<file path="src/sv/rsrw_pkg.sv">
package rsrw_pkg;

   localparam int unsigned RING_DEPTH = 16384;
   localparam int unsigned SLOT_W     = 14;
   localparam int unsigned MAX_OUT    = 8;
   localparam int unsigned CNT_W      = 4;
   localparam int unsigned STEP_W     = 21;
   localparam int unsigned GAIN_W     = 9;
   localparam int unsigned ACC_W      = 48;
   localparam int unsigned POS_W      = 32;
   localparam int unsigned PLAY_W     = 31;
   localparam int unsigned VALUE_W    = 24;
   localparam int unsigned CSR_INDEX_W = 3;
   localparam int unsigned CSR_DATA_W  = 21;

   localparam logic [STEP_W-1:0] STEP_MIN  = STEP_W'(8192);
   localparam logic [STEP_W-1:0] STEP_MAX  = STEP_W'(1048576);
   localparam logic [STEP_W-1:0] STEP_INIT = STEP_W'(65536);
   localparam logic [GAIN_W-1:0] GAIN_MAX  = GAIN_W'(256);

   typedef enum logic [CSR_INDEX_W-1:0] {
      CSR_ENABLE        = 3'd0,
      CSR_STEREO_SOURCE = 3'd1,
      CSR_WIDE_SAMPLES  = 3'd2,
      CSR_RATE_STEP     = 3'd3,
      CSR_GAIN          = 3'd4
   } csr_index_type;

   typedef enum logic {
      BACK_IDLE,
      BACK_RUN
   } back_state_type;

   typedef struct packed {
      logic              enable;
      logic              stereo_source;
      logic              wide_samples;
      logic [STEP_W-1:0] rate_step;
      logic [GAIN_W-1:0] gain;
   } cfg_type;

   typedef struct packed {
      logic [1:0]        stream_id;
      logic              block_start;
      logic [PLAY_W-1:0] play_position;
      logic [15:0]       left_raw;
      logic [15:0]       right_raw;
   } req_type;

   typedef struct packed {
      logic [1:0]                stream_id;
      logic                      block_start;
      logic [PLAY_W-1:0]         play_position;
      logic signed [VALUE_W-1:0] left_value;
      logic signed [VALUE_W-1:0] right_value;
   } job_type;

   typedef struct packed {
      logic [SLOT_W-1:0]         ring_slot;
      logic signed [VALUE_W-1:0] left_value;
      logic signed [VALUE_W-1:0] right_value;
      logic [1:0]                out_stream;
      logic                      overrun;
      logic                      last_of_run;
   } rsp_type;

endpackage

</file>
<file path="src/sv/rsrw_fifo.sv">
module rsrw_fifo #(
   parameter type T     = logic,
   parameter int  DEPTH = 2
) (
   input  logic clock,
   input  logic reset,
   input  logic push,
   input  T     push_data,
   output logic full,
   input  logic pop,
   output T     pop_data,
   output logic empty
);
   localparam int PTR_W = (DEPTH > 1) ? $clog2(DEPTH) : 1;
   localparam int CNT_W = $clog2(DEPTH + 1);

   T                 mem_ff [DEPTH];
   logic [PTR_W-1:0] wr_ptr_ff, wr_ptr_in;
   logic [PTR_W-1:0] rd_ptr_ff, rd_ptr_in;
   logic [CNT_W-1:0] count_ff, count_in;
   logic             do_push, do_pop;

   assign full     = (count_ff == CNT_W'(DEPTH));
   assign empty    = (count_ff == '0);
   assign do_push  = push && !full;
   assign do_pop   = pop && !empty;
   assign pop_data = mem_ff[rd_ptr_ff];

   always_comb begin
      wr_ptr_in = wr_ptr_ff;
      rd_ptr_in = rd_ptr_ff;
      count_in  = count_ff;
      if (do_push) begin
         wr_ptr_in = (wr_ptr_ff == PTR_W'(DEPTH - 1)) ? '0 : wr_ptr_ff + 1'b1;
      end
      if (do_pop) begin
         rd_ptr_in = (rd_ptr_ff == PTR_W'(DEPTH - 1)) ? '0 : rd_ptr_ff + 1'b1;
      end
      if (do_push && !do_pop) begin
         count_in = count_ff + 1'b1;
      end else if (do_pop && !do_push) begin
         count_in = count_ff - 1'b1;
      end
   end

   always_ff @(posedge clock) begin
      if (reset) begin
         wr_ptr_ff <= '0;
         rd_ptr_ff <= '0;
         count_ff  <= '0;
      end else begin
         wr_ptr_ff <= wr_ptr_in;
         rd_ptr_ff <= rd_ptr_in;
         count_ff  <= count_in;
      end
   end

   always_ff @(posedge clock) begin
      if (do_push) begin
         mem_ff[wr_ptr_ff] <= push_data;
      end
   end

endmodule

</file>
<file path="src/sv/rsrw_front.sv">
module rsrw_front #(
   parameter int RAW_STREAMS = 4
) (
   input  rsrw_pkg::cfg_type cfg,
   input  logic              req_push,
   input  rsrw_pkg::req_type req_data,
   input  logic              job_full,
   output logic              job_push,
   output rsrw_pkg::job_type job
);
   import rsrw_pkg::*;

   logic               keep;
   logic               mono;
   logic [GAIN_W-1:0]  gain_sat;
   logic signed [16:0] left_s, right_s;
   logic signed [26:0] left_p, right_p;

   function automatic logic signed [16:0] decode(input logic [15:0] raw,
                                                 input logic wide,
                                                 input logic is_mono);
      logic signed [16:0] v;
      begin
         if (wide) begin
            v = 17'(signed'(raw));
         end else if (is_mono) begin
            v = $signed({9'b0, raw[7:0]}) - 17'sd128;
         end else begin
            v = 17'(signed'(raw[7:0]));
         end
         return v;
      end
   endfunction

   assign keep = cfg.enable && ({30'b0, req_data.stream_id} < 32'(RAW_STREAMS));
   assign mono = !cfg.stereo_source;
   assign job_push = req_push && !job_full && keep;

   always_comb begin
      gain_sat = (cfg.gain > GAIN_MAX) ? GAIN_MAX : cfg.gain;
      left_s   = decode(req_data.left_raw, cfg.wide_samples, mono);
      right_s  = mono ? left_s : decode(req_data.right_raw, cfg.wide_samples, mono);
      left_p   = 27'(left_s) * 27'($signed({1'b0, gain_sat}));
      right_p  = 27'(right_s) * 27'($signed({1'b0, gain_sat}));

      job.stream_id     = req_data.stream_id;
      job.block_start   = req_data.block_start;
      job.play_position = req_data.play_position;
      // 8-bit data carries an extra factor of 256
      if (cfg.wide_samples) begin
         job.left_value  = left_p[VALUE_W-1:0];
         job.right_value = right_p[VALUE_W-1:0];
      end else begin
         job.left_value  = {left_p[VALUE_W-9:0], 8'b0};
         job.right_value = {right_p[VALUE_W-9:0], 8'b0};
      end
   end

endmodule

</file>
<file path="src/sv/rsrw_back.sv">
module rsrw_back #(
   parameter int RAW_STREAMS = 4
) (
   input  logic              clock,
   input  logic              reset,
   input  rsrw_pkg::cfg_type cfg,
   input  logic              job_empty,
   input  rsrw_pkg::job_type job,
   output logic              job_pop,
   input  logic              rsp_full,
   output logic              rsp_push,
   output rsrw_pkg::rsp_type rsp
);
   import rsrw_pkg::*;

   // stream_id is two bits wide, so at most four rings are addressable
   localparam int NSTREAM = (RAW_STREAMS < 4) ? RAW_STREAMS : 4;
   localparam int SID_W   = (NSTREAM > 1) ? $clog2(NSTREAM) : 1;

   back_state_type    state_ff, state_in;
   logic [POS_W-1:0]  wp_ff [NSTREAM];
   logic [POS_W-1:0]  wp_in;
   logic              wp_we;
   logic [ACC_W-1:0]  acc_ff, acc_in, acc_next;
   logic [POS_W-1:0]  idx_ff, idx_in;
   logic [CNT_W-1:0]  cnt_ff, cnt_in;
   logic [PLAY_W-1:0] play_ff, play_in;
   logic [SID_W-1:0]  sid;
   logic [POS_W-1:0]  wp_cur, wp_inc;
   logic [STEP_W-1:0] step;
   logic              hit, next_hit;

   assign sid    = job.stream_id[SID_W-1:0];
   assign wp_cur = wp_ff[sid];
   assign wp_inc = wp_cur + 1'b1;

   always_comb begin
      if (cfg.rate_step < STEP_MIN) begin
         step = STEP_MIN;
      end else if (cfg.rate_step > STEP_MAX) begin
         step = STEP_MAX;
      end else begin
         step = cfg.rate_step;
      end
   end

   assign acc_next = acc_ff + ACC_W'(step);
   assign hit      = (acc_ff[ACC_W-1:16] == idx_ff) && (cnt_ff != CNT_W'(MAX_OUT));
   assign next_hit = (acc_next[ACC_W-1:16] == idx_ff) &&
                     (cnt_ff + 1'b1 != CNT_W'(MAX_OUT));

   always_comb begin
      state_in = state_ff;
      acc_in   = acc_ff;
      idx_in   = idx_ff;
      cnt_in   = cnt_ff;
      play_in  = play_ff;
      wp_in    = wp_inc;
      wp_we    = 1'b0;
      job_pop  = 1'b0;
      rsp_push = 1'b0;

      rsp.ring_slot   = wp_cur[SLOT_W-1:0];
      rsp.left_value  = job.left_value;
      rsp.right_value = job.right_value;
      rsp.out_stream  = job.stream_id;
      rsp.overrun     = {1'b0, wp_inc} > ({2'b0, play_ff} + 33'(RING_DEPTH));
      rsp.last_of_run = !next_hit;

      unique case (state_ff)
         BACK_IDLE: begin
            if (!job_empty) begin
               cnt_in   = '0;
               state_in = BACK_RUN;
               if (job.block_start) begin
                  play_in = job.play_position;
                  acc_in  = '0;
                  idx_in  = '0;
                  wp_in   = {1'b0, job.play_position};
                  wp_we   = (wp_cur < {1'b0, job.play_position});
               end
            end
         end
         BACK_RUN: begin
            if (hit) begin
               if (!rsp_full) begin
                  rsp_push = 1'b1;
                  wp_we    = 1'b1;
                  acc_in   = acc_next;
                  cnt_in   = cnt_ff + 1'b1;
                  if (!next_hit) begin
                     idx_in   = idx_ff + 1'b1;
                     job_pop  = 1'b1;
                     state_in = BACK_IDLE;
                  end
               end
            end else begin
               // frame skipped by the step, or run cap reached
               idx_in   = idx_ff + 1'b1;
               job_pop  = 1'b1;
               state_in = BACK_IDLE;
            end
         end
         default: state_in = BACK_IDLE;
      endcase
   end

   always_ff @(posedge clock) begin
      if (reset) begin
         state_ff <= BACK_IDLE;
         acc_ff   <= '0;
         idx_ff   <= '0;
         cnt_ff   <= '0;
         play_ff  <= '0;
         for (int k = 0; k < NSTREAM; k++) begin
            wp_ff[k] <= '0;
         end
      end else begin
         state_ff <= state_in;
         acc_ff   <= acc_in;
         idx_ff   <= idx_in;
         cnt_ff   <= cnt_in;
         play_ff  <= play_in;
         if (wp_we) begin
            wp_ff[sid] <= wp_in;
         end
      end
   end

`ifndef SYNTH
   a_cnt_cap: assert property (@(posedge clock) disable iff (reset)
      cnt_ff <= CNT_W'(MAX_OUT))
      else $error("run count above cap");

   a_push_room: assert property (@(posedge clock) disable iff (reset)
      rsp_push |-> !rsp_full)
      else $error("result pushed into full queue");

   a_pop_in_run: assert property (@(posedge clock) disable iff (reset)
      job_pop |-> (state_ff == BACK_RUN && !job_empty))
      else $error("job popped outside run");

   a_load: assert property (@(posedge clock) disable iff (reset)
      (state_ff == BACK_IDLE && !job_empty) |=> (state_ff == BACK_RUN && cnt_ff == '0))
      else $error("pending job not started");
`endif

endmodule

</file>
<file path="src/sv/raw_sample_resample_ring_writer.sv">
// Nearest-neighbor resampler feeding per-stream audio rings.
// Input queue port: drive req_data and req_push; a beat is taken when req_full
// is low. Frames are dropped when enable is clear or stream_id is out of range.
// Result queue port: while rsp_empty is low, rsp_data holds the oldest pair
// (ring slot, scaled left/right, stream, overrun, last_of_run); rsp_pop takes it.
// Config port: csr_valid/csr_ready with csr_index and csr_wdata; csr_ready is
// always high. Write registers only while the block is idle.
// Path: an accepted frame enters the job queue, is loaded by the sequencer in its
// idle state, and gives its results, if any, from the run state to the result queue.
// Throughput: the back-end sequencer gives one result per cycle while the result
// queue has room, after a load step per frame; a frame gives 0 to 8 results.
// A two-entry job queue sits between the format/gain front end and the sequencer.
// Stall: when the result queue fills the sequencer holds; the job queue then
// fills and req_full rises. Nothing is lost.
// Reset clears write positions, phase, index, queues and registers to defaults.
module raw_sample_resample_ring_writer #(
   parameter int RAW_STREAMS = 4
) (
   input  logic                                 clock,
   input  logic                                 reset,
   input  logic                                 req_push,
   output logic                                 req_full,
   input  rsrw_pkg::req_type                    req_data,
   output logic                                 rsp_empty,
   input  logic                                 rsp_pop,
   output rsrw_pkg::rsp_type                    rsp_data,
   input  logic                                 csr_valid,
   output logic                                 csr_ready,
   input  logic [rsrw_pkg::CSR_INDEX_W-1:0]     csr_index,
   input  logic [rsrw_pkg::CSR_DATA_W-1:0]      csr_wdata
);
   import rsrw_pkg::*;

   cfg_type cfg_ff;
   logic    job_push, job_full, job_empty, job_pop;
   job_type job_in_data, job_head;
   logic    out_push, out_full;
   rsp_type out_data;

   assign csr_ready = 1'b1;

   always_ff @(posedge clock) begin
      if (reset) begin
         cfg_ff.enable        <= 1'b0;
         cfg_ff.stereo_source <= 1'b1;
         cfg_ff.wide_samples  <= 1'b1;
         cfg_ff.rate_step     <= STEP_INIT;
         cfg_ff.gain          <= GAIN_MAX;
      end else if (csr_valid) begin
         unique case (csr_index)
            CSR_ENABLE:        cfg_ff.enable        <= csr_wdata[0];
            CSR_STEREO_SOURCE: cfg_ff.stereo_source <= csr_wdata[0];
            CSR_WIDE_SAMPLES:  cfg_ff.wide_samples  <= csr_wdata[0];
            CSR_RATE_STEP:     cfg_ff.rate_step     <= csr_wdata[STEP_W-1:0];
            CSR_GAIN:          cfg_ff.gain          <= csr_wdata[GAIN_W-1:0];
            default: ;
         endcase
      end
   end

   assign req_full = job_full;

   rsrw_front #(
      .RAW_STREAMS(RAW_STREAMS)
   ) u_front (
      .cfg      (cfg_ff),
      .req_push (req_push),
      .req_data (req_data),
      .job_full (job_full),
      .job_push (job_push),
      .job      (job_in_data)
   );

   rsrw_fifo #(
      .T     (job_type),
      .DEPTH (2)
   ) u_job_q (
      .clock     (clock),
      .reset     (reset),
      .push      (job_push),
      .push_data (job_in_data),
      .full      (job_full),
      .pop       (job_pop),
      .pop_data  (job_head),
      .empty     (job_empty)
   );

   rsrw_back #(
      .RAW_STREAMS(RAW_STREAMS)
   ) u_back (
      .clock     (clock),
      .reset     (reset),
      .cfg       (cfg_ff),
      .job_empty (job_empty),
      .job       (job_head),
      .job_pop   (job_pop),
      .rsp_full  (out_full),
      .rsp_push  (out_push),
      .rsp       (out_data)
   );

   rsrw_fifo #(
      .T     (rsp_type),
      .DEPTH (4)
   ) u_rsp_q (
      .clock     (clock),
      .reset     (reset),
      .push      (out_push),
      .push_data (out_data),
      .full      (out_full),
      .pop       (rsp_pop),
      .pop_data  (rsp_data),
      .empty     (rsp_empty)
   );

endmodule
</file>
<file path="config.mk">
export PLATFORM = sky130hd
export DESIGN_NAME = raw_sample_resample_ring_writer
export DESIGN_NICKNAME = d
export VERILOG_FILES = /design/src/sv/rsrw_pkg.sv /design/src/sv/rsrw_fifo.sv /design/src/sv/rsrw_front.sv /design/src/sv/rsrw_back.sv /design/src/sv/raw_sample_resample_ring_writer.sv
export SDC_FILE = /design/constraint.sdc
export NUM_CORES = 2
export LEC_CHECK = 0
export BUFFER_PORTS_ARGS = -buffer_cell sky130_fd_sc_hd__clkbuf_2
export CORE_MARGIN = 1
export CORE_UTILIZATION = 35
export DETAILED_ROUTE_END_ITERATION = 12
export SLEW_MARGIN = 5
export SYNTH_ARGS = -nofsm -noshare
export SYNTH_HDL_FRONTEND = slang
export SYNTH_SLANG_ARGS = --single-unit
export TNS_END_PERCENT = 100
</file>
<file path="constraint.sdc">
create_clock -name clock -period 12.8 [get_ports clock]
set_input_delay 1.92 -clock clock [delete_from_list [all_inputs] [get_ports clock]]
set_output_delay 1.92 -clock clock [all_outputs]
set_load 0.02 [all_outputs]
</file>
==> flow_summary.yaml <==
sta:
  worst_pin_slew_ps: 1160
  hold_viol_final: 0
  min_period_over_period_pct: 65.0
  fin_tns_setup_ps: 0
  min_period_ps: 8320
  rsz0062_at_grt: "false"
  fmax_mhz: 120
  slew_violations: 0
  setup_viol: 0
  skew_ps: 38.1
  max-slew-margin-rel_pct: 22.2
critical_path:
  worstSetupPathType: "primary input to register"
  path_delay_family: "adder cells"
  cpPeakStageDelay_ps: 790
  crit_fanout: 16
  arrival_ps: 8710
  cp-end-kind: "register"
  start_kind: "primary input"
  slowest_stage: "nor2_1"
  path_buf_inv: 3
  worstPathRequired_ps: 13190
  cp_common_cell: "fa_1"
  crit_chain: "clkbuf_2 > xor2_1 > nor2_1 > a21o_1 > o21ai_0 > nor2_1 > fa_1 > fa_1 > inv_1 > fa_1 > inv_1 > fa_1 > fa_1 > ha_1 > or3_1 > o31ai_1 > o21ai_0 > o31a_1 > o211a_1 > or3_1 > a31o_2"
power_and_ir_drop:
  p_per_area_mw_per_mm2: 116
  ir_drop_mv: 0.0945
  p_leak_nw: 19.1
grt:
  grt.met1_usage_pct: 25.6
  met2_usage_pct: 28.0
  grt_pass1_vias: 29300
  grt_max_degree: 95
  antenna_found_initial: 1
  grt_usage_pct: 17.7
  overflow: 0
  grt_pass1_wl_um: 174000
  grt_use_met3_pct: 2.40
  grt.busiest_layer: "met2"
routing:
  dr.pass1.iters: 10
  wl_per_cell_um: 19.4
  first_iter_violations: 2352
  drc: 30
  num_vias: 30000
  viasPerCell: 5.18
  drt_wl_total_um: 113000
  antenna_left: 0
floorplanning:
  die_y_um: 356
  rows: 129
  coreArea_mm2: 0.124
  start_util_pct: 35.3
  dieArea_mm2: 0.126
  fp.dieW_um: 356
  ios: 164
synth:
  synthXorXnorAreaFrac_pct: 3.32
  netlist_area_mm2: 0.0438
  synth-adder-area-share_pct: 16.3
  syn_avg_cell_area_um2: 11.0
  yosys.area_share.simple_pct: 14.1
  synth_area_leaders: "edfxtp_1 38%, fa_1 11%, dfxtp_1 7.5%, ha_1 5.7%, nand2_1 3.8%"
  yosys_warnings: 0
  synth_cells: 3993
  ys_seq_area_share_pct: 45.6
  synth.area.mux_share_pct: 8.00
  synth_top_family_by_area: "adder cells"
  syn_nets: 4519
  synth_top_area_share_pct: 38.1
  synth_edf_count: 556
  ys.flop_type: "edfxtp_1"
  synth_compound_area_share_pct: 8.12
  ys_ff_latch: 719
  synth.distinct_cells: 92
  yosysTopAreaCell: "edfxtp_1"
  async_reset_ff_share_pct: 0
placed_design:
  io_buffers: 162
  place_congestion: 0.919
  dpl_cell_area_mm2: 0.0463
  dp_hpwl_um: 80000
cts:
  root_buffer: "clkbuf_16"
  post_cts_resized: 0
  cts_tree: "built"
  clkSinkCount: 719
  cts_buffer_depth: 3
  clock_latency_ps: 660
  post_cts_buffers: 0
  cts_made_buffers: 80
  cts.reportedPaths.clkPinSlew_ps: 60
  h-tree-depth: 3
  postCtsHoldBufs: 0
job:
  cap_violations: 0
layout:
  layout.nets: 4623
  multiInputGateArea_mm2: 0.0219
  stdcell_area_mm2: 0.0490
  regArea_mm2: 0.0200
  drive_above_1_share_pct: 12.5
  fill_cells: 12000
  synthToLayoutAreaGrowth_pct: 12.0
min_path:
  hold_path.class: "register to register"
run_status:
  outcome: "complete, but fails checks"
  violations: "DRC"
==> final cells by class <==
type	instances	share of cell area, %
Timing Repair Buffer	211	2.41
Clock inverter	38	0.916
Clock buffer	108	4.61
Antenna cell	3	0.0153
Sequential cell	719	40.7
Multi-Input combinational cell	2756	44.6
Tap cell	1637	4.18
Inverter	329	2.53
==> final timing paths <==
path	startpoint	to	slack, ps	depth (start not counted)
max	req_data[23]	u_job_q.mem_ff[0][22]$_DFFE_PP_	4480	21
min	cfg_ff[2]$_SDFFE_PP0P_	cfg_ff[2]$_SDFFE_PP0P_	450	2
max reg2reg	register	u_back.wp_ff[1][9]$_SDFFCE_PN0P_	4900	19
min reg2reg	cfg_ff[2]$_SDFFE_PP0P_	cfg_ff[2]$_SDFFE_PP0P_	450	2
==> cells in the mapped netlist (12+ instances only) <==
cell      count
o211ai_1     17
mux2_2       68
o21a_1       32
o21ai_0     142
nor3_1       55
a21oi_1     186
mux4_2       67
nand2b_1     26
a21o_1       49
fa_1        232
and3_1       42
buf_2        15
nand3b_1     12
nand4_1      37
nor2_1      409
xnor2_1     103
buf_1        20
clkbuf_1    148
edfxtp_1    556
or3_1        30
a31oi_1      34
xor2_1       59
ha_1        199
dfxtp_1     163
and2_1       99
inv_1       325
o31ai_1      12
a211oi_1     20
nand2_1     446
nor2b_1      37
nand3_1      69
mux2i_1     119
nor4_1       14
==> tightest hold or removal path, cell delays in order (launching register included) <==
cell and delay [ps]:
dfxtp_1 300, nand2_1 50, a21oi_1 50
==> stage by stage <==
stage               setup WS [ps]  power (mW)  cells  hold WS (ps)  utilization [%]
finish                       4480        5.66   5801           450             39.6
global route                 4050        5.87   5798           474             39.6
CTS                          4520        5.72   5798           455             39.6
detailed placement           3840        3.38   5652           445             37.4
global placement             3940        3.38   5652           444             37.4
floorplan                    4650        3.12   3993           432                -
==> cell usage in the layout, fill, tap and decap left out, types with 11 or more instances in the layout <==
| cell type | count |
|---|---|
| a211oi_1 | 20 |
| a21o_1 | 49 |
| a21oi_1 | 186 |
| a31oi_1 | 33 |
| and2_1 | 94 |
| and3_1 | 42 |
| and4_1 | 11 |
| buf_4 | 50 |
| clkbuf_1 | 15 |
| clkbuf_16 | 82 |
| clkbuf_2 | 161 |
| clkbuf_8 | 11 |
| clkinv_1 | 12 |
| dfxtp_1 | 158 |
| edfxtp_1 | 556 |
| fa_1 | 232 |
| ha_1 | 199 |
| inv_1 | 325 |
| mux2_2 | 68 |
| mux2i_1 | 119 |
| mux4_2 | 67 |
| nand2_1 | 445 |
| nand2b_1 | 25 |
| nand3_1 | 67 |
| nand3b_1 | 12 |
| nand4_1 | 37 |
| nor2_1 | 409 |
| nor2b_1 | 34 |
| nor3_1 | 53 |
| nor4_1 | 14 |
| o211ai_1 | 17 |
| o21a_1 | 32 |
| o21ai_0 | 142 |
| o31ai_1 | 12 |
| or3_1 | 30 |
| xnor2_1 | 103 |
| xor2_1 | 59 |
==> where the power goes <==
part	switching [mW]	total (mW)	internal, mW
logic	0.451	0.733	0.281
registers	0.0454	2.59	2.54
clock network	0.969	2.34	1.37
total	1.47	5.66	4.20
==> registers in the layout, indices dropped and copies added (netlist names), 2 cells and up, named ones only <==
register and flops:
u_rsp_q.mem_ff 264, u_back.idx_ff 32, u_rsp_q.wr_ptr_ff 2, u_back.wp_ff 128
u_back.cnt_ff 4, u_rsp_q.rd_ptr_ff 2, u_job_q.mem_ff 164, u_rsp_q.count_ff 3
u_back.acc_ff 48, u_back.play_ff 31, cfg_ff 33, u_job_q.count_ff 2
==> logic make-up after synthesis <==
kind of cell    after synthesis
simple gates               1326
flops                       719
compound gates              578
buf+inv                     518
fa+ha+maj                   431
mux                         256
xor+xnor                    164
other cells                   1
==> per-layer routing <==
| layer | vias to the layer above | wire, um |
|---|---|---|
| met4 | 0 | 2250 |
| li1 | 14200 | - |
| met5 | - | 0 |
| met1 | 15000 | 53100 |
| met2 | 746 | 51500 |
| met3 | 116 | 5850 |
Power figures use the tool's default switching activity.
